==> src/hdl/mas_ram.sv <==
// Generic single-write, single-read RAM with registered read data.
module mas_ram #(
    parameter int WIDTH = 32,
    parameter int DEPTH = 64
) (
    input  logic                     clk,
    input  logic                     we,
    input  logic [$clog2(DEPTH)-1:0] waddr,
    input  logic [WIDTH-1:0]         wdata,
    input  logic                     re,
    input  logic [$clog2(DEPTH)-1:0] raddr,
    output logic [WIDTH-1:0]         rdata
);

    logic [WIDTH-1:0] mem [DEPTH];
    logic [WIDTH-1:0] rdata_reg;

    always_ff @(posedge clk)
    begin
        if (we)
        begin
            mem[waddr] <= wdata;
        end
        if (re)
        begin
            rdata_reg <= mem[raddr];
        end
    end

    assign rdata = rdata_reg;

endmodule

==> config.mk <==
export PLATFORM = sky130hd
export DESIGN_NAME = mas_ram
export DESIGN_NICKNAME = d
export VERILOG_FILES = /design/src/hdl/mas_ram.sv
export SDC_FILE = /design/constraint.sdc
export NUM_CORES = 2
export LEC_CHECK = 0
export ABC_AREA = 1
export BUFFER_PORTS_ARGS = -buffer_cell sky130_fd_sc_hd__buf_4
export CAP_MARGIN = 20
export CORE_AREA = 10 10 393 395
export DETAILED_ROUTE_END_ITERATION = 16
export DIE_AREA = 0 0 403 405
export PLACE_DENSITY = 0.76
export SLEW_MARGIN = 20
export SYNTH_ARGS = -nofsm -noshare
export SYNTH_HDL_FRONTEND = slang
export SYNTH_SLANG_ARGS = --single-unit
==> constraint.sdc <==
create_clock -name clk -period 4.9 [get_ports clk]
set_input_delay 0.735 -clock clk [delete_from_list [all_inputs] [get_ports clk]]
set_output_delay 0.735 -clock clk [all_outputs]
set_load 0.02 [all_outputs]
**Yosys cells after proc, flatten, opt, wreduce, memory -nomap -nowiden**

Memory sizes are Yosys's and may differ from the RTL's. A register that Yosys moved wholly into a read port is not among the register bits.
Cells that the tools add are included.

- Mux-type cells: 2

Operator list:

| operator | count |
|---|---|
| $mux 1 | 2 |

- Flip-flop bits (word level): 0
- RAM bits: 2048
- Bits of input ports: 47
- Output and inout bits: 32
- Logic and storage cells: 3
- Memories: 1

Memories:

| name | depth | width | read ports | clocked after memory_dff | write ports | RTL line | source |
|---|---|---|---|---|---|---|---|
| mem | 64 | 32 | 1 | 1 | 1 | 15 | `logic [WIDTH-1:0] mem [DEPTH];` |

**Logic depth before layout (Yosys ltp)**

- Depth after elaboration: 2
- Mapped depth: 13
- Depth with buffers taken out: 9

**Worst setup path before layout**

OpenSTA, ideal clock, no wires.

- Path kind: input-to-reg
- From: input we
- To: memory mem[48][0] (enable)
- Setup time: 0.502 ns
- Arrival: 4.363 ns
- Data required time: 4.398 ns
- Slack: 0.035 ns
- Cell stages on the path: 3
- Path buffers: 1
- Path through: clkbuf_1 > nand4_1 > nor4_1

- Word-level cells in the longest chain between the ends: 2

Ends and longest elaborated chain:

| item | RTL line | source |
|---|---|---|
| start, declared | 7 | `input logic we,` |
| $mux 1 | 20 | `if (we)` |
| $mux 1 (implied by the code) | 22 | `mem[waddr] <= wdata;` |
| end, declared | 15 |  |

No other way between the ends.

==> impl_metrics.csv <==
group,metric,value,unit
detailed_routing,drtPass1Iterations,6,
run,cap_viol_max_count,0,
power,cellPowerDensity,401,nW/um2
floorplan,initial_core_util,56.6,%
timing,setup_viol,0,
hold_path,min_from,"wdata[16]",
cells_and_area,drive_gt1_share,8.27,%
clock_network,tritoncts,"built",
power,ir_worst_vdd,412,uV
grt,antenna_found_initial,6,
logic_synthesis,synth_top_area_cell,"edfxtp_1",
setup_path,critical_path_peak_fanout,98,
detailed_routing,drt_wl_total,225,mm
timing,period_minus_slack,2.70,ns
floorplan,ioPinCount,79,
timing,max_slew_margin,28.2,%
timing,fin_setup_tns,0,ns
placed_design,place_inst,8478,
logic_synthesis,synth_top_area_share,75.2,%
cells_and_area,largest_reg_flops,2048,
placed_design,dpl.hpwl,121,mm
setup_path,r2r-end,"rdata[4]",
cells_and_area,final.fill_count,10400,
grt,track_usage,27.1,%
hold_path,hold_path_depth,1,
grt,grt_pass1_wl,335,mm
floorplan,die_h,405,um
logic_synthesis,syn_inst,6769,
setup_path,r2r_cells,8,
logic_synthesis,synth_area_leaders,"edfxtp_1 75%, nand3_1 11%, nand2_1 10%",
setup_path,rrSetupSlack,3.03,ns
setup_path,cp_data_arrival_time,3.38,ns
setup_path,critPathCaptureType,"flop",
setup_path,crit_chain,"buf_8 > inv_8 > buf_4 > nand3_1 > nand3_1 > nand3_1 > nand2_1 > nand2_1 > nand2_1",
clock_network,cts_resized,0,
setup_path,critical_path.top_delay_family,"buffers and inverters",
placed_design,place.gp.congestion,0.866,
setup_path,r2r-start,"mem[29][4]",
clock_network,post-cts-setup-buffers,0,
clock_network,ctsRootBufferMaster,"clkbuf_16",
clock_network,clk_path_buf_depth,3,
logic_synthesis,yosysSeqAreaShare,75.2,%
logic_synthesis,syn_nets,6816,
grt,globalRouteOverflowTotal,0,
grt,grt_max_degree,204,
cells_and_area,finalNonFillerCells,8841,
detailed_routing,drtIter0Drc,8395,
placed_design,numPortBuffers,78,
clock_network,clk_latency,0.85,ns
floorplan,fp.coreArea,147000,um2
timing,rsz0062_at_grt,"no",
logic_synthesis,ys_ff_latch,2080,
timing,fin_crit_sh,55.2,%
run_status,status,"finished clean",
logic_synthesis,synth.cell_area,83100,um2
clock_network,cts_made_buffers,193,
logic_synthesis,synth_area_per_cell,12.3,um2
cells_and_area,area_growth,11.0,%
grt,grt_pass1_vias,52400,
setup_path,crit_buf_inv,3,
timing,fmax,370,MHz
timing,finalHoldViolations,0,
setup_path,critPathLaunchType,"primary input",
timing,worst_pin_slew,1.07,ns
floorplan,die_w,403,um
logic_synthesis,synth_cell_types,15,
detailed_routing,wire_per_inst,25.4,um
clock_network,path_clk_slew,0.06,ns
cells_and_area,nets,6792,
floorplan,placementRows,141,
timing,fin_skew,0.0423,ns
detailed_routing,vias,55200,
setup_path,worst_ep_required_time,5.58,ns
clock_network,cts_hold_buf,0,
detailed_routing,viasPerCell,6.24,
timing,drv_slew,0,
hold_path,hold_class,"in2reg",
setup_path,slowest_delay,0.65,ns
setup_path,path_class,"in2reg",
clock_network,htreeDepth,4,
floorplan,fp.dieArea,163000,um2
setup_path,cp_slowest_cell,"inv_8",
detailed_routing,drc_errors,0,
detailed_routing,drt.antenna.violating_nets,0,
clock_network,cts_sinks,2080,
logic_synthesis,yosysWarnings,0,
hold_path,hold_end,"mem[52][16]",
power,p_leak,32.3,nW
-- layout by cell type (no fill, tap or decap), drive strengths merged --
cell	netlist	final
buf	372	230
bufinv	0	18
clkbuf	77	233
clkinv	0	96
clkinvlp	0	3
diode	0	5
edfxtp	2080	2080
inv	12	18
nand2	2248	2248
nand3	1907	1907
nand4	9	9
nor2	56	56
nor4	8	8
-- routing by layer --
layer	part of all wire [%]	routed length (um)	vias up	global-route usage (%)
met5	0.010	23	-	0
met4	4.0	8970	4	10.8
met3	13	29100	546	6.31
met2	46	105000	3768	41.8
met1	37	82300	26800	37.3
li1	-	-	24100	-
-- final cells by class --
type                            instances  area (um2)  share of cell area, %
Antenna cell                            5        12.5                 0.0136
Tap cell                             1930        2410                   2.62
Multi-Input combinational cell       4228       18800                   20.4
Clock buffer                          233        5060                   5.49
Inverter                               12        81.3                 0.0882
Sequential cell                      2080       62500                   67.8
Timing Repair Buffer                  230        2180                   2.36
Clock inverter                        123        1190                   1.29
-- logic make-up after synthesis --
| kind of cell | synth area share (%) |
|---|---|
| DFF | 75.2 |
| and+or+nand+nor | 22.0 |
| buffers and inverters | 2.77 |
-- report_power, final --
| group | switching [mW] | internal (mW) | total (mW) |
|---|---|---|---|
| registers | 0.0662 | 19.7 | 19.8 |
| logic | 1.74 | 0.540 | 2.28 |
| clock network | 6.51 | 8.34 | 14.8 |
-- stage by stage --
| step | hold WS [ns] | area, um2 | util, % | setup slack (ns) | power, mW |
|---|---|---|---|---|---|
| CTS | 0.386 | 92100 | 62.8 | 2.36 | 37.0 |
| floorplan | 0.797 | 83100 | - | 0.0350 | 21.4 |
| global route | 0.438 | 92200 | 62.8 | 2.20 | 37.9 |
| detailed placement | 0.869 | 85900 | 58.5 | 1.46 | 22.4 |
| global placement | 0.861 | 85900 | 58.5 | 1.52 | 22.4 |
| finish | 0.435 | 92200 | 62.8 | 2.20 | 36.9 |
-- worst max path at each step --
stage | from | to | depth (start not counted)
CTS | raddr[2] | rdata[6] | 9
global route | raddr[0] | rdata[2] | 12
finish | raddr[2] | rdata[6] | 9
floorplan | we | mem[48][0] | 3
global placement | raddr[2] | rdata[6] | 9
detailed placement | raddr[2] | rdata[6] | 9
-- synthesized netlist by cell type --
cell type,n
nor4_1,8
buf_8,2
inv_2,2
buf_1,40
buf_2,282
nand2_1,2248
buf_6,3
inv_4,1
nor2_1,56
nand3_1,1907
buf_4,45
inv_1,9
edfxtp_1,2080
nand4_1,9
clkbuf_1,77
No activity file was read; power rests on OpenSTA's default activity.
