==> config.mk <==
export PLATFORM = sky130hd
export DESIGN_NAME = mas_cfg_flat
export DESIGN_NICKNAME = d
export VERILOG_FILES = /design/src/hdl/mas_pkg.sv /design/src/hdl/mas_cfg_if.sv /design/src/hdl/mas_cfg.sv /design/src/flat_wrapper.sv
export SDC_FILE = /design/constraint.sdc
export NUM_CORES = 1
export LEC_CHECK = 0
export BUFFER_PORTS_ARGS = -buffer_cell sky130_fd_sc_hd__buf_2
export CAP_MARGIN = 20
export CORE_AREA = 4 4 50 52
export CTS_BUF_LIST = sky130_fd_sc_hd__clkbuf_2
export DETAILED_ROUTE_END_ITERATION = 6
export DIE_AREA = 0 0 54 56
export PLACE_DENSITY = 0.76
export REMOVE_ABC_BUFFERS = 1
export SETUP_SLACK_MARGIN = 0.5
export SKIP_CTS_REPAIR_TIMING = 1
export SLEW_MARGIN = 20
export SYNTH_ARGS = -nofsm -noshare
export SYNTH_HDL_FRONTEND = slang
export SYNTH_SLANG_ARGS = --single-unit
==> constraint.sdc <==
create_clock -name clk -period 1.25 [get_ports clk]
set_input_delay 0.0625 -clock clk [delete_from_list [all_inputs] [get_ports clk]]
set_output_delay 0.0625 -clock clk [all_outputs]
set_load 0.05 [all_outputs]
==> src/hdl/mas_pkg.sv <==
// Shared constants, types and helpers for the matrix add/subtract/multiply engine.
package mas_pkg;

    localparam int MAX_DIM    = 8;
    localparam int ELEM_W     = 32;
    localparam int IDX_W      = 3;
    localparam int ADDR_W     = 2 * IDX_W;
    localparam int MEM_DEPTH  = 1 << ADDR_W;
    localparam int DIM_W      = 4;
    localparam int MODE_W     = 2;
    localparam int OP_W       = 2;
    localparam int CFG_IDX_W  = 3;
    localparam int CFG_DATA_W = 4;

    localparam logic [MODE_W-1:0] MODE_LOAD_A  = 2'd0;
    localparam logic [MODE_W-1:0] MODE_LOAD_B  = 2'd1;
    localparam logic [MODE_W-1:0] MODE_COMPUTE = 2'd2;

    localparam logic [OP_W-1:0] OP_ADD = 2'd0;
    localparam logic [OP_W-1:0] OP_SUB = 2'd1;
    localparam logic [OP_W-1:0] OP_MUL = 2'd2;

    localparam logic [CFG_IDX_W-1:0] REG_A_ROWS    = 3'd0;
    localparam logic [CFG_IDX_W-1:0] REG_A_COLS    = 3'd1;
    localparam logic [CFG_IDX_W-1:0] REG_B_ROWS    = 3'd2;
    localparam logic [CFG_IDX_W-1:0] REG_B_COLS    = 3'd3;
    localparam logic [CFG_IDX_W-1:0] REG_OPERATION = 3'd4;

    localparam logic [DIM_W-1:0] DIM_RESET = 4'd3;

    typedef logic [IDX_W-1:0]  idx_t;
    typedef logic [ELEM_W-1:0] elem_t;
    typedef logic [ADDR_W-1:0] addr_t;

    // Dimensions held as (size - 1) after saturation
    typedef struct packed {
        idx_t            m_last;
        idx_t            n_last;
        idx_t            p_last;
        idx_t            q_last;
        logic [OP_W-1:0] op;
    } cfg_t;

    // Control that travels with each pair of memory reads
    typedef struct packed {
        logic valid;
        logic first;
        logic lastk;
        logic last;
        logic err;
        idx_t row;
        idx_t col;
    } tok_t;

    typedef struct packed {
        logic  we_a;
        logic  we_b;
        addr_t addr;
        elem_t data;
    } wr_t;

    typedef struct packed {
        logic  re;
        addr_t addr_a;
        addr_t addr_b;
    } rd_t;

    // Clamp a dimension register to 1..MAX_DIM and return size - 1
    function automatic idx_t dim_last(logic [DIM_W-1:0] v);
        idx_t r;
        if (v == '0)
            r = '0;
        else if (int'(v) > MAX_DIM)
            r = IDX_W'(MAX_DIM - 1);
        else
            r = IDX_W'(v - DIM_W'(1));
        return r;
    endfunction

endpackage

==> src/hdl/mas_cfg_if.sv <==
// Configuration write channel.
interface mas_cfg_if;
    import mas_pkg::*;

    logic                  valid;
    logic                  ready;
    logic [CFG_IDX_W-1:0]  index;
    logic [CFG_DATA_W-1:0] data;

    modport source (output valid, index, data, input ready);
    modport sink   (input valid, index, data, output ready);
endinterface

==> src/hdl/mas_cfg.sv <==
// Configuration register file with dimension clamping.
module mas_cfg (
    input  logic            clk,
    input  logic            rst_n,
    mas_cfg_if.sink         cfg,
    output mas_pkg::cfg_t   cfg_val
);
    import mas_pkg::*;

    logic [DIM_W-1:0] a_rows_reg, a_cols_reg, b_rows_reg, b_cols_reg;
    logic [OP_W-1:0]  op_reg;

    assign cfg.ready = 1'b1;

    always_ff @(posedge clk or negedge rst_n)
    begin
        if (!rst_n)
        begin
            a_rows_reg <= DIM_RESET;
            a_cols_reg <= DIM_RESET;
            b_rows_reg <= DIM_RESET;
            b_cols_reg <= DIM_RESET;
            op_reg     <= OP_ADD;
        end
        else if (cfg.valid)
        begin
            unique case (cfg.index)
                REG_A_ROWS:    a_rows_reg <= cfg.data;
                REG_A_COLS:    a_cols_reg <= cfg.data;
                REG_B_ROWS:    b_rows_reg <= cfg.data;
                REG_B_COLS:    b_cols_reg <= cfg.data;
                REG_OPERATION: op_reg     <= cfg.data[OP_W-1:0];
                default:       ;
            endcase
        end
    end

    always_comb
    begin
        cfg_val.m_last = dim_last(a_rows_reg);
        cfg_val.n_last = dim_last(a_cols_reg);
        cfg_val.p_last = dim_last(b_rows_reg);
        cfg_val.q_last = dim_last(b_cols_reg);
        cfg_val.op     = op_reg;
    end

endmodule

==> src/flat_wrapper.sv <==
// flat-port wrapper written by rule: the top's interface ports become plain ports
module mas_cfg_flat import mas_pkg::*;
  (clk, rst_n, cfg_val, cfg_valid, cfg_index, cfg_data, cfg_ready);
  mas_cfg_if cfg_i ();
  input  logic clk;
  input  logic rst_n;
  output mas_pkg::cfg_t cfg_val;
  input wire logic [$bits(cfg_i.valid)-1:0] cfg_valid;
  input wire logic [$bits(cfg_i.index)-1:0] cfg_index;
  input wire logic [$bits(cfg_i.data)-1:0] cfg_data;
  output wire logic [$bits(cfg_i.ready)-1:0] cfg_ready;
  assign cfg_i.valid = cfg_valid;
  assign cfg_i.index = cfg_index;
  assign cfg_i.data = cfg_data;
  assign cfg_ready = cfg_i.ready;
  mas_cfg u_core (.clk(clk), .rst_n(rst_n), .cfg(cfg_i), .cfg_val(cfg_val));
endmodule
# Yosys cells after proc, flatten, opt, wreduce, memory -nomap -nowiden
# Index checks and enable logic that the tools add are counted.
dict set report op_classes {
  n_addsub 4
  multipliers 0
  n_div 0
  order_cmp 4
  n_eq_ne 4
  n_shift 0
  n_mux 8
  bitwise 0
  n_reduce_logical 10
}
# cell count
set op_table {}
lappend op_table {{$mux 3} 8}
lappend op_table {{$gt 4x4->1 const B} 4}
lappend op_table {{$logic_not 4->1} 4}
lappend op_table {{$sub 3x1->3 const B} 4}
lappend op_table {{$reduce_and 2->1} 5}
lappend op_table {{$eq 3x2->1 const B} 2}
lappend op_table {{$eq 3x1->1 const B} 1}
lappend op_table {{$eq 3x3->1 const B} 1}
lappend op_table {{$logic_not 3->1} 1}
dict set report word_totals {
  regBits 18
  latch_bits 0
  ram_bits 0
  rom_bits 0
  inputBits 10
  out_inout_bits 15
  wordCells 35
  memories 0
}

# Longest topological paths before layout
dict set report depth {
  ltp_word 3
  mapped_depth 4
  ltp_nobuf 4
}

# Least setup slack after synthesis
# Ideal clock, no wire load.
dict set report synth_timing {
  path_type {reg2out}
  startpoint {register u_core.a_cols_reg[0]}
  endpoint {output port cfg_val[9] in the netlist's numbering}
  t_arrival_ns 1.384
  path_slack_ns -0.196
  stages_incl_launch_ff 5
  cell_sequence {dfstp_2 > inv_1 > ha_1 > inv_1 > maj3_1}
}
# element line_no
set synth_lines {}
lappend synth_lines {{start, declared} mas_cfg.sv:10} ;# logic [DIM_W-1:0] a_rows_reg, a_cols_reg, b_rows_reg, b_cols_reg;
lappend synth_lines {{start signal, assigned} mas_cfg.sv:29} ;# REG_A_COLS: a_cols_reg <= cfg.data;
lappend synth_lines {{end, declared} flat_wrapper.sv:7} ;# output mas_pkg::cfg_t cfg_val;

==> flow_metrics.env <==
export IMPL_place_ws_ns=-0.210
export IMPL_area_growth_pct=48.2
export IMPL_grt_pass1_vias=639
export IMPL_fin_ws_ns=-0.504
export IMPL_end_kind="primary output"
export IMPL_die_y_um=56
export IMPL_synth_edff_count=0
export IMPL_gp_congestion=0.704
export IMPL_grt_util_all_layers_pct=12.0
export IMPL_grt_max_degree=19
export IMPL_syn_avg_cell_area_sq_um=12.5
export IMPL_peakVddDrop_v=0.00122
export IMPL_cts_sinks=18
export IMPL_min_period_ns=1.75
export IMPL_min_from="cfg_data[2]"
export IMPL_cts_buffers=3
export IMPL_r2r_start="u_core.a_rows_reg[3]"
export IMPL_dp_final_hpwl_um=1340
export IMPL_async_reset_ff_share_pct=100
export IMPL_core_area_sq_mm=0.00211
export IMPL_die_w_um=54
export IMPL_violations="negative setup slack"
export IMPL_yosysWarningCount=0
export IMPL_startpoint_type="flip-flop"
export IMPL_drv_slew=0
export IMPL_rsz0062_at_grt="yes"
export IMPL_hp_class="input port to flip-flop"
export IMPL_drt_iter0_markers=4
export IMPL_finalHoldViolCount=0
export IMPL_crit_path_frequent_cell="inv_2"
export IMPL_dr_pass1_iters=3
export IMPL_drc=0
export IMPL_antenna_found_initial=0
export IMPL_powerDensity_mw_per_mm2=1990
export IMPL_netlist_top_cells_area="dfrtp_1 25%, dfstp_2 21%, mux2_2 21%"
export IMPL_seq_area_frac_synth_pct=46.6
export IMPL_min_to="u_core.a_rows_reg[2]"
export IMPL_ys_seq_elements=18
export IMPL_max_stage_delay_ns=0.58
export IMPL_insertion_delay_ns=0.30
export IMPL_cp_slowest_cell="dfstp_2"
export IMPL_start_util_pct=46.9
export IMPL_placementRows=17
export IMPL_wl_per_cell_um=15.3
export IMPL_drtAntennaViolNets=0
export IMPL_vias=695
export IMPL_crit_family="flip-flops"
export IMPL_p_leak_uw=0.000696
export IMPL_nNetsFinal=127
export IMPL_hold_depth=2
export IMPL_drive_gt1_share_pct=77.7
export IMPL_grt_pass1_wl_um=2660
export IMPL_cts_root_buf="clkbuf_2"
export IMPL_maxCapViolCount=0
export IMPL_crit_type="flip-flop to primary output"
export IMPL_io_pins=25
export IMPL_post_route_cell_area_sq_mm=0.00146
export IMPL_startpoint="u_core.a_cols_reg[0]"
export IMPL_crit_path_cell_trace="inv_2 > ha_4 > inv_2 > maj3_2 > buf_8"
export IMPL_critPathRequiredTime_ns=1.19
export IMPL_portBuffers=23
export IMPL_synthFlopType="dfrtp_1"
export IMPL_netlist_instances=79
export IMPL_r2r_cells=1
export IMPL_tns_ns=-4.22
export IMPL_finClkSkew_ns=0
export IMPL_yosysTopAreaCellShare_pct=25.3
export IMPL_worst_path_max_fanout=2
export IMPL_synth_area_sq_um=987
export IMPL_place_area_sq_mm=0.00116
export IMPL_die_area_sq_mm=0.00302
export IMPL_cts_htree_levels=1
export IMPL_fin_crit_sh_pct=140
export IMPL_synth_top_area_cell="dfrtp_1"
export IMPL_worst_path_buf_inv=3
export IMPL_fmax_mhz=570
export IMPL_clk_pin_slew_ns=0.18
export IMPL_status="complete, but fails checks"
export IMPL_synthTopCellsByCount="18 x mux2_2, 16 x inv_1, 10 x dfrtp_1, 8 x dfstp_2, 7 x maj3_1"
export IMPL_cts_tree="built"
export IMPL_cts_max_path_buffers=2
export IMPL_vias_per_cell=4.96
export IMPL_r2r_slack_ns=0.43
export IMPL_wirelength_um=2140
export IMPL_worstPathArrival_ns=1.69
export IMPL_r2r_end="u_core.a_rows_reg[3]"
export IMPL_finalSetupViolations=12
export IMPL_grt_overflow_total=0
export IMPL_synth_most_common_cell="mux2_2"
export IMPL_ys_types=14
export IMPL_diodes=0
==> cell usage in the layout (no fill, tap or decap), types with 2 or more instances in the layout <==
| cell | n |
|---|---|
| inv_2 | 13 |
| mux2_4 | 12 |
| buf_6 | 12 |
| dfrtp_1 | 10 |
| buf_2 | 9 |
| dfstp_2 | 8 |
| maj3_2 | 7 |
| buf_8 | 7 |
| mux2_2 | 6 |
| a21o_1 | 5 |
| ha_4 | 4 |
| inv_1 | 3 |
| nand2b_4 | 3 |
| clkbuf_2 | 3 |
| and4bb_1 | 2 |
==> report_power, final <==
part           total [uW]  switching [uW]  leakage, uW  internal, uW
registers             860             108     0.000204           752
logic                1810             951     0.000478           860
clock network         246             177    0.0000140          69.5
==> area by class of cell <==
type	count	area, sq um
inverters	16	60.1
fillers	136	643
clock buffers	3	15.0
multi-input cells	44	586
repair buffers	30	303
flip-flops and latches	18	460
well taps	28	35.0
clock inverters	1	3.75
==> routing by layer <==
metal	wire length, um	vias to the layer above	track usage, %
met5	0	-	0
met4	23	0	5.34
met3	90	4	2.95
met2	1160	19	19.6
met1	861	342	14.4
li1	-	330	-
==> logic make-up (layout without fill, tap and decap cells) <==
group | Yosys count | in the layout | share of synthesized area (%)
mux | 18 | 18 | 20.5
flops | 18 | 18 | 46.6
compound gates | 5 | 5 | 3.80
fa+ha+maj | 11 | 11 | 12.2
simple gates | 9 | 9 | 9.63
buf+inv | 17 | 50 | 6.84
other cells | 1 | 1 | 0.380
==> per-stage QoR <==
stage          power [uW]  instances  hold WS (ns)  utilization [%]
6_report             2920        140        0.0558             69.5
5_1_grt              3050        140        0.0612             69.5
4_1_cts              2290        137        -0.340             56.0
3_5_place_dp         2050        133       0.00961             55.1
3_3_place_gp         2010        133    -0.0000264             55.1
2_1_floorplan        1790         78        -0.233                -
==> how the worst max path moves through the flow <==
stage / to / slack, ns / cells after the start
2_1_floorplan: cfg_val[9] / -0.20 / 4
5_1_grt: cfg_val[9] / -0.55 / 5
6_report: cfg_val[9] / -0.50 / 5
4_1_cts: cfg_val[6] / -0.57 / 5
3_3_place_gp: cfg_val[6] / -0.19 / 5
3_5_place_dp: cfg_val[6] / -0.21 / 5
Note: power is estimated with default switching activity, not from simulation.
