### config.mk
export PLATFORM = sky130hd
export DESIGN_NAME = mas_seq_flat
export DESIGN_NICKNAME = d
export VERILOG_FILES = /design/src/hdl/mas_pkg.sv /design/src/hdl/mas_item_if.sv /design/src/hdl/mas_seq.sv /design/src/flat_wrapper.sv
export SDC_FILE = /design/constraint.sdc
export NUM_CORES = 1
export LEC_CHECK = 0
export ABC_CLOCK_PERIOD_IN_PS = 2100
export BUFFER_PORTS_ARGS = -buffer_cell sky130_fd_sc_hd__buf_2
export CAP_MARGIN = 20
export CORE_MARGIN = 10
export CORE_UTILIZATION = 38
export CTS_CLUSTER_SIZE = 14
export DETAILED_ROUTE_END_ITERATION = 10
export PLACE_DENSITY = 0.74
export SLEW_MARGIN = 20
export SYNTH_ARGS = -nofsm -noshare
export SYNTH_HDL_FRONTEND = slang
export SYNTH_SLANG_ARGS = --single-unit
### constraint.sdc
create_clock -name clk -period 2.1 [get_ports clk]
set_input_delay 0.42 -clock clk [delete_from_list [all_inputs] [get_ports clk]]
set_output_delay 0.42 -clock clk [all_outputs]
set_load 0.02 [all_outputs]
### src/hdl/mas_pkg.sv
// Shared constants, types and helpers for the matrix add/subtract/multiply engine.
package mas_pkg;

    localparam int MAX_DIM    = 8;
    localparam int ELEM_W     = 32;
    localparam int IDX_W      = 3;
    localparam int ADDR_W     = 2 * IDX_W;
    localparam int MEM_DEPTH  = 1 << ADDR_W;
    localparam int DIM_W      = 4;
    localparam int MODE_W     = 2;
    localparam int OP_W       = 2;
    localparam int CFG_IDX_W  = 3;
    localparam int CFG_DATA_W = 4;

    localparam logic [MODE_W-1:0] MODE_LOAD_A  = 2'd0;
    localparam logic [MODE_W-1:0] MODE_LOAD_B  = 2'd1;
    localparam logic [MODE_W-1:0] MODE_COMPUTE = 2'd2;

    localparam logic [OP_W-1:0] OP_ADD = 2'd0;
    localparam logic [OP_W-1:0] OP_SUB = 2'd1;
    localparam logic [OP_W-1:0] OP_MUL = 2'd2;

    localparam logic [CFG_IDX_W-1:0] REG_A_ROWS    = 3'd0;
    localparam logic [CFG_IDX_W-1:0] REG_A_COLS    = 3'd1;
    localparam logic [CFG_IDX_W-1:0] REG_B_ROWS    = 3'd2;
    localparam logic [CFG_IDX_W-1:0] REG_B_COLS    = 3'd3;
    localparam logic [CFG_IDX_W-1:0] REG_OPERATION = 3'd4;

    localparam logic [DIM_W-1:0] DIM_RESET = 4'd3;

    typedef logic [IDX_W-1:0]  idx_t;
    typedef logic [ELEM_W-1:0] elem_t;
    typedef logic [ADDR_W-1:0] addr_t;

    // Dimensions held as (size - 1) after saturation
    typedef struct packed {
        idx_t            m_last;
        idx_t            n_last;
        idx_t            p_last;
        idx_t            q_last;
        logic [OP_W-1:0] op;
    } cfg_t;

    // Control that travels with each pair of memory reads
    typedef struct packed {
        logic valid;
        logic first;
        logic lastk;
        logic last;
        logic err;
        idx_t row;
        idx_t col;
    } tok_t;

    typedef struct packed {
        logic  we_a;
        logic  we_b;
        addr_t addr;
        elem_t data;
    } wr_t;

    typedef struct packed {
        logic  re;
        addr_t addr_a;
        addr_t addr_b;
    } rd_t;

    // Clamp a dimension register to 1..MAX_DIM and return size - 1
    function automatic idx_t dim_last(logic [DIM_W-1:0] v);
        idx_t r;
        if (v == '0)
            r = '0;
        else if (int'(v) > MAX_DIM)
            r = IDX_W'(MAX_DIM - 1);
        else
            r = IDX_W'(v - DIM_W'(1));
        return r;
    endfunction

endpackage

### src/hdl/mas_item_if.sv
// Request channel: element loads and compute requests.
interface mas_item_if;
    import mas_pkg::*;

    logic                valid;
    logic                ready;
    logic [MODE_W-1:0]   mode;
    idx_t                row_index;
    idx_t                col_index;
    logic signed [ELEM_W-1:0] element_value;

    modport source (output valid, mode, row_index, col_index, element_value, input ready);
    modport sink   (input valid, mode, row_index, col_index, element_value, output ready);
endinterface

### src/hdl/mas_seq.sv
// Request intake and address sequencer that walks the two matrix stores.
module mas_seq (
    input  logic           clk,
    input  logic           rst_n,
    mas_item_if.sink       item,
    input  mas_pkg::cfg_t  cfg_val,
    input  logic           adv,
    output mas_pkg::wr_t   wr,
    output mas_pkg::rd_t   rd,
    output mas_pkg::tok_t  tok
);
    import mas_pkg::*;

    localparam logic [1:0] ST_IDLE = 2'd0;
    localparam logic [1:0] ST_RUN  = 2'd1;
    localparam logic [1:0] ST_ERR  = 2'd2;

    logic [1:0] state_reg, state_next;
    idx_t       i_reg, i_next, j_reg, j_next, k_reg, k_next;
    tok_t       tok_reg, tok_next;
    logic       accept;
    logic       mul;
    idx_t       col_last;
    logic       in_range;

    assign item.ready = (state_reg == ST_IDLE);
    assign accept     = item.valid && item.ready;
    assign mul        = (cfg_val.op == OP_MUL);
    assign col_last   = mul ? cfg_val.q_last : cfg_val.n_last;
    assign in_range   = (int'(item.row_index) < MAX_DIM) && (int'(item.col_index) < MAX_DIM);

    always_comb
    begin
        wr.we_a = accept && (item.mode == MODE_LOAD_A) && in_range;
        wr.we_b = accept && (item.mode == MODE_LOAD_B) && in_range;
        wr.addr = {item.row_index, item.col_index};
        wr.data = item.element_value;
    end

    always_comb
    begin
        state_next = state_reg;
        i_next     = i_reg;
        j_next     = j_reg;
        k_next     = k_reg;
        tok_next   = '0;
        rd.re      = 1'b0;
        rd.addr_a  = mul ? {i_reg, k_reg} : {i_reg, j_reg};
        rd.addr_b  = mul ? {k_reg, j_reg} : {i_reg, j_reg};

        unique case (state_reg)
            ST_IDLE:
            begin
                if (accept && item.mode == MODE_COMPUTE)
                begin
                    i_next = '0;
                    j_next = '0;
                    k_next = '0;
                    if (cfg_val.op == OP_ADD || cfg_val.op == OP_SUB)
                        state_next = ST_RUN;
                    else if (mul)
                        state_next = (cfg_val.n_last != cfg_val.p_last) ? ST_ERR : ST_RUN;
                end
            end
            ST_RUN:
            begin
                if (adv)
                begin
                    rd.re          = 1'b1;
                    tok_next.valid = 1'b1;
                    tok_next.first = !mul || (k_reg == '0);
                    tok_next.lastk = !mul || (k_reg == cfg_val.n_last);
                    tok_next.last  = tok_next.lastk && (i_reg == cfg_val.m_last)
                                     && (j_reg == col_last);
                    tok_next.err   = 1'b0;
                    tok_next.row   = i_reg;
                    tok_next.col   = j_reg;
                    // advance inner product, then column, then row
                    if (mul && k_reg != cfg_val.n_last)
                        k_next = k_reg + IDX_W'(1);
                    else
                    begin
                        k_next = '0;
                        if (j_reg != col_last)
                            j_next = j_reg + IDX_W'(1);
                        else
                        begin
                            j_next = '0;
                            if (i_reg != cfg_val.m_last)
                                i_next = i_reg + IDX_W'(1);
                            else
                                state_next = ST_IDLE;
                        end
                    end
                end
            end
            ST_ERR:
            begin
                if (adv)
                begin
                    tok_next.valid = 1'b1;
                    tok_next.first = 1'b1;
                    tok_next.lastk = 1'b1;
                    tok_next.last  = 1'b1;
                    tok_next.err   = 1'b1;
                    state_next     = ST_IDLE;
                end
            end
            default:
            begin
                state_next = ST_IDLE;
            end
        endcase
    end

    always_ff @(posedge clk or negedge rst_n)
    begin
        if (!rst_n)
        begin
            state_reg <= ST_IDLE;
            i_reg     <= '0;
            j_reg     <= '0;
            k_reg     <= '0;
            tok_reg   <= '0;
        end
        else
        begin
            state_reg <= state_next;
            i_reg     <= i_next;
            j_reg     <= j_next;
            k_reg     <= k_next;
            // hold the token while the pipeline is stalled, like the read data
            if (adv)
                tok_reg <= tok_next;
        end
    end

    assign tok = tok_reg;

endmodule

### src/flat_wrapper.sv
// flat-port wrapper written by rule: the top's interface ports become plain ports
module mas_seq_flat import mas_pkg::*;
  (clk, rst_n, cfg_val, adv, wr, rd, tok, item_valid, item_mode, item_row_index, item_col_index, item_element_value, item_ready);
  mas_item_if item_i ();
  input  logic clk;
  input  logic rst_n;
  input  mas_pkg::cfg_t cfg_val;
  input  logic adv;
  output mas_pkg::wr_t wr;
  output mas_pkg::rd_t rd;
  output mas_pkg::tok_t tok;
  input wire logic [$bits(item_i.valid)-1:0] item_valid;
  input wire logic [$bits(item_i.mode)-1:0] item_mode;
  input wire logic [$bits(item_i.row_index)-1:0] item_row_index;
  input wire logic [$bits(item_i.col_index)-1:0] item_col_index;
  input wire logic [$bits(item_i.element_value)-1:0] item_element_value;
  output wire logic [$bits(item_i.ready)-1:0] item_ready;
  assign item_i.valid = item_valid;
  assign item_i.mode = item_mode;
  assign item_i.row_index = item_row_index;
  assign item_i.col_index = item_col_index;
  assign item_i.element_value = item_element_value;
  assign item_ready = item_i.ready;
  mas_seq u_core (.clk(clk), .rst_n(rst_n), .item(item_i), .cfg_val(cfg_val), .adv(adv), .wr(wr), .rd(rd), .tok(tok));
endmodule
After elaboration in Yosys (flattened, before gate mapping)
Cells that the tools add are included.
{"block": "totals", "ff_bits": 22, "out_inout_bits": 65, "word_cells": 85}
{"block": "op_classes", "addsub": 3, "eq_ne": 21, "n_mux": 30, "reduce_logical": 20}
{"operator": "2-to-1 mux 3 bit", "count": 12}
{"operator": "2-to-1 mux 2 bit", "count": 9}
{"operator": "case mux 3 bit (2 select lines)", "count": 3}
{"operator": "2-to-1 mux 6 bit", "count": 2}
{"operator": "!= test 2 bit, second input constant", "count": 6}
{"operator": "!= test 3 bit", "count": 4}
{"operator": "case mux 5 bit (2 select lines)", "count": 1}
{"operator": "adder 3 x 1 -> 3 bit, second input constant", "count": 3}
{"operator": "equality test 3 bit", "count": 3}
{"operator": "logical AND 1 bit", "count": 7}
{"operator": "AND reduction 7 bit", "count": 1}
{"operator": "equality test 2 x 1 -> 1 bit, second input constant", "count": 3}
{"operator": "equality test 2 bit, second input constant", "count": 3}
{"operator": "zero test 2 bit", "count": 3}
{"operator": "case mux 2 bit (3 select lines)", "count": 1}
{"operator": "AND reduction 6 bit", "count": 1}
{"operator": "AND reduction 4 bit", "count": 1}
{"operator": "zero test 3 bit", "count": 1}
{"operator": "logical OR 1 bit", "count": 3}
{"operator": "!= test 3 bit, second input constant", "count": 1}
{"operator": "AND reduction 3 bit", "count": 1}
{"operator": "2-to-1 mux 1 bit", "count": 2}
{"operator": "!= test 2 x 1 -> 1 bit, second input constant", "count": 1}
{"operator": "nonzero test 2 bit", "count": 1}
{"operator": "zero test 1 bit", "count": 1}

Longest topological paths before layout
Gate-level depths: netlist (run 1).
{"block": "depth", "ltp_word": 7, "ltp_mapped": 9}

Worst setup path before layout (run 1)
Ideal clock, no wire load.
{"block": "synth_path", "path_type": "reg2reg", "startpoint": "reg u_core.state_reg[0]", "endpoint": "reg u_core.i_reg[1]", "setup_time_ps": 69, "arrival_time_ps": 2088, "t_required_ps": 2031, "setup_slack_ps": -57, "stages_incl_launch_ff": 10, "path_buffers": 2, "synth_period_minus_slack_ps": 2157, "cell_sequence": "dfrtp_1 -> inv_1 -> ha_1 -> clkbuf_1 -> nor2b_1 -> a21oi_1 -> a22o_1 -> clkbuf_1 -> or3_1 -> nand3_1"}
{"block": "synth_between", "elab_chain_len": 5, "word_cells_on_any_way": 12, "cone_classes": "6 x eq/ne; 1 x mux; 5 x reduce/logical"}
{"item": "from (decl)", "line_no": "mas_seq.sv:18", "source": "logic [1:0] state_reg, state_next;"}
{"item": "from (signal assigned)", "line_no": "mas_seq.sv:128", "source": "state_reg <= state_next;"}
{"item": "zero test 2 bit *", "line_no": "mas_seq.sv:26", "source": "assign item.ready = (state_reg == ST_IDLE);"}
{"item": "via item_ready", "line_no": "flat_wrapper.sv:17", "source": "output wire logic [$bits(item_i.ready)-1:0] item_ready;"}
{"item": "logical AND 1 bit", "line_no": "mas_seq.sv:27", "source": "assign accept = item.valid && item.ready;"}
{"item": "logical AND 1 bit", "line_no": "mas_seq.sv:54", "source": "if (accept && item.mode == MODE_COMPUTE)"}
{"item": "!= test 2 bit (no line)"}
{"item": "AND reduction 6 bit (no line)"}
{"item": "to (signal assigned)", "line_no": "mas_seq.sv:129", "source": "i_reg <= i_next;"}
{"item": "to (decl)", "line_no": "mas_seq.sv:19", "source": "idx_t i_reg, i_next, j_reg, j_next, k_reg, k_next;"}
The timed path passes the listed nets; every way through them passes the cells marked *.
A chain may end at the register's enable or synchronous reset.

==> results of run 1 <==
## worst max-delay path: cells and delay by family, from the launching register on
kind / cells / cell delay, ns
fa+ha+maj: 1 / 0.18
buf+inv: 3 / 0.45
flops: 1 / 0.41
simple gates: 2 / 0.21
## cell usage after synthesis (2+ instances only)
cell type	instances	area (sq um)
buf_4	38	285.3
nand2_1	27	101.4
dfrtp_1	22	550.5
o21ai_0	16	80.08
inv_1	15	56.30
nand3_1	14	70.07
ha_1	8	100.1
a21oi_1	7	35.03
xor2_1	7	61.31
nand2b_1	6	37.54
clkbuf_1	5	18.77
xnor2_1	5	43.79
and2_1	3	18.77
buf_2	3	15.01
nor2b_1	3	18.77
nor3_1	3	15.01
or3_1	3	18.77
a21o_1	2	15.01
nand3b_1	2	15.01
nor2_1	2	7.510
o211ai_1	2	15.01
o2bb2ai_1	2	17.52
## area by class of cell
cell class	instances	area [sq um]	area share [%]
Inverter	15	56.30	2.970
Timing Repair Buffer	54	294.0	15.51
Multi-Input combinational cell	134	885.9	46.73
Tap cell	54	67.56	3.564
Sequential cell	22	550.5	29.04
Clock buffer	3	41.29	2.178
## repair_timing
item	4_1_cts	5_1_grt
setup endpoints to repair	0	4
resized for setup	0	4
hold buffers	0	0
hold endpoints to repair	0	0
## power by group through the flow
stage                     Combinational (mW)  Sequential, mW  Clock (mW)
after floorplan                        0.512           0.630           0
after global placement                 0.701           0.576           0
after detailed placement               0.707           0.582           0
after CTS                              0.711           0.574       0.268
after global routing                   0.803           0.588       0.285
final                                  0.710           0.573       0.261
## path summary, 6_finish.rpt
check | endpoint | cells after the start
min | u_core.tok[2]$_DFFE_PN0P_ | 1
max reg2reg | u_core.j_reg[2]$_DFFE_PN0P_ | 9
min in group clk | u_core.tok[9]$_DFFE_PN0P_ | 1
max | wr[39] | 6
max in group asynchronous | u_core.state_reg[1]$_DFFE_PN0P_ | 1
min reg2reg | u_core.tok[9]$_DFFE_PN0P_ | 1
## per-stage QoR
| stage | instance area [sq um] | TNS [ns] |
|---|---|---|
| 4_1_cts | 1884 | 0 |
| 2_1_floorplan | 1817 | 0 |
| 3_3_place_gp | 1843 | 0 |
| 5_1_grt | 1896 | -0.004296 |
| 3_5_place_dp | 1843 | 0 |
| 6_report | 1896 | 0 |
## cells by family (layout without fill, tap and decap cells)
family / Yosys count / count (layout) / synth area share [%]
xor gates and xnor gates: 12 / 12 / 5.797
muxes: 2 / 2 / 1.173
AOI/OAI and AO/OA: 40 / 40 / 14.22
buffers and inverters: 62 / 72 / 21.32
DFF: 22 / 22 / 30.37
and+or+nand+nor: 72 / 72 / 21.60
adders and majority gates: 8 / 8 / 5.521
## per-layer routing
metal / vias up / part of all wire, % / global-route usage, %
met5: - / 0 / 0
met4: 0 / 1.0 / 3.468
li1: 718 / - / -
met3: 4 / 12 / 5.652
met2: 42 / 48 / 18.35
met1: 666 / 39 / 12.06
==> out/qor.yml, run 1 <==
status: "completed"
syn-num-nets: 284
drive_above_1_share_pct: 29.82
htree_levels: 1
layout_commonest_cell: "buf_2"
antenna_left: 0
critical_path.startpoint_type: "register"
final_max_slew_viol_count: 0
dieArea_sq_um: 7933
fin_cells: 282
grt-ovfl-total: 0
cts.sinks: 22
cap_violations: 0
cts_tree: "built"
p_leak_nw: 0.9723
antenna_found_initial: 0
largest_register_ffs: 11
numCtsBuffers: 3
crit_chain: "inv_1 > ha_2 > buf_4 > nand2_1 > nor3_1 > buf_2"
remaining_drc_errors: 0
timing.final.ws_setup_ns: 0.1621
powerDensity_nw_per_um2: 814.2
start_util_pct: 38.90
dp_cells: 279
cts-root-buf: "clkbuf_8"
fin_crit_sh_pct: 92.28
finalNetCount: 296
finalSetupViolCount: 0
insertion_delay_ns: 0.26
avgSynthCellArea_sq_um: 8.316
place_congestion: 0.8961
grt_pass1_vias: 1435
ys_types: 45
die_x_microns: 89.07
reg2reg_slack_ns: 0.18
synth_edf_count: 0
drtPass1Iterations: 4
n_antenna_cell: 0
grt_usage_pct: 11.07
vdd.ir_drop.worst_mv: 0.4137
wl_per_cell_microns: 15.60
r2r-start: "u_core.state_reg[1]$_DFFE_PN0P_"
rsz0062_at_grt: "true"
max_freq_ghz: 0.5160
placementRows: 25
switchingPower_uw: 645.6
hpwlAfterDp_mm: 3.572
fin_util_pct: 40.67
p_clk_share_pct: 16.9
crit_path_end_kind: "primary output"
hold_slack_ns: 0.1180
io_pins: 123
yosysWarnings: 0
first_iter_violations: 57
vias_per_cell: 5.071
port-buffer-count: 46
fp.dieH_microns: 89.07
internal-power_uw: 897.7
post-cts-setup-buffers: 0
seqPwrFrac_pct: 37.1
core_sq_um: 4661
crit_slowest_cell: "dfrtp_1"
skew_ns: 0.005320
final_cell_mix: "buf_2 (46), nand2_1 (27), dfrtp_1 (22)"
power.total_mw: 1.543
drt_wl_total_mm: 4.398
async_reset_ff_share_pct: 100.0
worstMarginPinSlew_ns: 0.5112
grt_max_degree: 23
cp_data_required_time_ns: 1.68
hold_violations: 0
fin_crit_ns: 1.938
combPwrFrac_pct: 46.0
vias: 1430
crit_fanout: 8
synth.cell_area_sq_um: 1813
relSlewSlack_pct: 65.92
synth_seq_area_share_pct: 30.37
fillers: 489
hp-class: "primary input to async pin"
worstSetupPathType: "register to primary output"
swShare_pct: 41.83
arrival_ns: 1.52
preCtsSetupSlack_ns: 0.04440
grt_pass1_wl_mm: 6.900
path_clk_slew_ns: 0.08
crit_path_start: "u_core.state_reg[1]$_DFFE_PN0P_"
clockBufferDepth: 2
synth_ff_type: "dfrtp_1"
syn2layout_area_growth_pct: 4.555
post_synth_inst_count: 218
ys_seq_elements: 22
critPathMaxStageDelay_ns: 0.41
Power figures use the tool's default switching activity.
==> run 2, diff against run 1 <==
--- a/config.mk
+++ b/config.mk
@@ -5,6 +5,7 @@
 export SDC_FILE = /design/constraint.sdc
 export NUM_CORES = 1
 export LEC_CHECK = 0
+export ABC_AREA = 1
 export ABC_CLOCK_PERIOD_IN_PS = 2100
 export BUFFER_PORTS_ARGS = -buffer_cell sky130_fd_sc_hd__buf_2
 export CAP_MARGIN = 20
==> run 2 against run 1 <==
Against the previous run:
- wire length fell by 5.5%
- critical path depth is 1 lower
- power grew 25%
- utilization is 0.62 points lower
- hold slack got worse by 0.012 ns
- critical path type unchanged
- critical endpoint is now rd[12]
- largest cell class unchanged
==> out/qor.yml, run 2 <==
relSlewSlack_pct: 66.18  # +0.26 points
place_congestion: 0.8529  # -4.8%
worstRegToRegCells: 9  # unchanged
synth_edf_count: 0  # unchanged
fin_util_pct: 40.05  # -0.62 points
final_max_slew_viol_count: 0  # unchanged
die_x_microns: 88.91  # -0.19%
antenna_left: 0  # unchanged
status: "completed"
yosysWarnings: 0  # unchanged
synth_seq_area_share_pct: 30.51  # +0.15 points
cts.sinks: 22  # unchanged
skew_ns: 0.001275  # -0.004045 ns
hp-class: "primary input to async pin"
crit_fanout: 9  # +1
vias_per_cell: 4.873  # -3.9%
htree_levels: 1  # unchanged
insertion_delay_ns: 0.27  # about the same
cp_data_required_time_ns: 1.68  # about the same
final_cell_mix: "nand2_1 (68), buf_2 (46), inv_1 (23)"
rsz0062_at_grt: "true"
worstMarginPinSlew_ns: 0.5072  # -0.003968 ns
grt-ovfl-total: 0  # unchanged
grt_usage_pct: 10.80  # -0.27 points
crit_path_end_kind: "primary output"
critical_path.startpoint_type: "register"
netlist_top_cells_area: "dfrtp_1 (31%), buf_4 (16%), nand2_1 (14%)"
post_synth_inst_count: 236  # +8.3%
grt_pass1_vias: 1467  # +2.2%
ys_types: 29  # -36%
synth_top_area_share_pct: 30.51  # +0.15 points
fp.dieH_microns: 88.91  # -0.19%
r2r-start: "u_core.state_reg[0]$_DFFE_PN0P_"
drtPass1Iterations: 4  # unchanged
finalSetupViolCount: 0  # unchanged
reg2reg_slack_ns: 0.29  # +0.11 ns
syn-num-nets: 302  # +6.3%
p_leak_nw: 1.029  # +5.9%
yosysMostFrequentCell: "nand2_1"
wl_per_cell_microns: 13.90  # -11%
cts-root-buf: "clkbuf_8"
async_reset_ff_share_pct: 100.0  # unchanged
clockBufferDepth: 2  # unchanged
synth.cell_area_sq_um: 1804  # -0.48%
multi_input_area_sq_um: 833.3  # -5.9%
remaining_drc_errors: 0  # unchanged
r2r_end: "u_core.i_reg[1]$_DFFE_PN0P_"
synth_top_cells_by_count: "nand2_1 (68), buf_4 (38), inv_1 (23)"
synth.largest_area_cell: "dfrtp_1"
antenna_found_initial: 0  # unchanged
hpwlAfterDp_mm: 3.440  # -3.7%
syn2layout_area_growth_pct: 3.467
port-buffer-count: 46  # unchanged
numCtsBuffers: 3  # unchanged
post-cts-setup-buffers: 0  # unchanged
seq_area_sq_um: 550.5  # unchanged
avgSynthCellArea_sq_um: 7.645  # -8.1%
drive_above_1_share_pct: 28.57  # -1.3 points
finalNetCount: 312  # +5.4%
ys_seq_elements: 22  # unchanged
placementRows: 25  # unchanged
vias: 1457  # +1.9%
largest_register_ffs: 11  # unchanged
arrival_ns: 1.54  # +0.02 ns
timing.final.ws_setup_ns: 0.1375  # -0.02451 ns
io_pins: 123  # unchanged
start_util_pct: 38.71  # -0.19 points
fillers: 491  # +0.41%
drt_wl_total_mm: 4.157  # -5.5%
fin_crit_ns: 1.962  # +0.02451 ns
cts_tree: "built"
dieArea_sq_um: 7904  # -0.37%
hold_slack_ns: 0.1061  # -0.01194 ns
worstSetupPathType: "register to primary output"
first_iter_violations: 79  # +39%
path_clk_slew_ns: 0.08  # about the same
vdd.ir_drop.worst_mv: 0.4351  # +5.2%
n_antenna_cell: 0  # unchanged
hold_violations: 0  # unchanged
hold_buffers: 0  # unchanged
cap_violations: 0  # unchanged
core_sq_um: 4661  # unchanged
preCtsSetupSlack_ns: 0.2894  # +0.2450 ns
fin_crit_sh_pct: 93.45  # +1.2 points
grt_pass1_wl_mm: 6.727  # -2.5%
layout_commonest_cell: "nand2_1"
synth_ff_type: "dfrtp_1"
max_freq_ghz: 0.5096  # -1.2%
ctsResizeCount: 1  # +1
grt_max_degree: 23  # unchanged
powerDensity_nw_per_um2: 1035  # +27%
==> run 2: cell types whose count changed in the layout (fill, tap and decap cells not counted), moves of 5 or more <==
cell      delta
nand2_1     +41
buf_4        -6
nand2b_1     -6
inv_1        +9
xor2_1       -5
==> run 2: layout make-up <==
class,instances,share of cell area (%)
Timing Repair Buffer,47,12.73
Sequential cell,22,29.49
Tap cell,54,3.619
Inverter,27,5.697
Multi-Input combinational cell,145,44.64
Clock inverter,1,1.609
Clock buffer,3,2.212
==> run 2: cell families after synthesis <==
group | after synthesis | synth area share [%]
and+or+nand+nor | 103 | 27.95
buffers and inverters | 69 | 23.44
adders and majority gates | 8 | 5.548
DFF | 22 | 30.51
AOI/OAI and AO/OA | 24 | 7.698
xor gates and xnor gates | 10 | 4.855
==> run 2: layer usage <==
metal  up-vias  GRT usage, %  routed length (microns)
li1        723             -                        -
met1       669         11.94                     1698
met2        59         17.95                     1952
met3         6         5.287                      472
met4         0         3.084                       33
met5         -             0                        0
==> run 2: report_power, final <==
part           internal (mW)  leakage (nW)  switching [mW]  total, mW
Combinational          0.313         0.693           0.615      0.928
Clock                  0.255        0.0357           0.151      0.406
Sequential             0.513         0.301          0.0841      0.597
Total                   1.08          1.03           0.850       1.93
==> run 2: worst max-delay path, stage by stage, from the launching register on <==
cell and delay, ns:
dfrtp_1 0.44, inv_1 0.10, ha_2 0.31, nand2_1 0.18
inv_1 0.08, buf_2 0.16
==> run 2: stage by stage <==
step           std cells  setup TNS [ns]  area (sq um)  total power, mW
4_1_cts              299               0          1867            1.958
6_report             299               0          1867            1.932
3_5_place_dp         295               0          1793            1.538
3_3_place_gp         295               0          1793            1.514
5_1_grt              299       -0.001737          1867            2.094
2_1_floorplan        236               0          1804            1.363
==> run 2: worst max path at each step <==
stage                                          startpoint                           to  slack (ns)  cells after the start
after floorplan           u_core.state_reg[0]$_DFFE_PN0P_                       wr[38]        0.28                      4
after global placement                         cfg_val[0]                        rd[4]        0.33                      7
after detailed placement  u_core.state_reg[1]$_DFFE_PN0P_  u_core.i_reg[1]$_DFFE_PN0P_        0.29                      9
after CTS                 u_core.state_reg[1]$_DFFE_PN0P_                       rd[12]        0.11                      5
after global routing      u_core.state_reg[1]$_DFFE_PN0P_                       rd[12]      -0.002                      5
final                     u_core.state_reg[1]$_DFFE_PN0P_                       rd[12]        0.14                      5
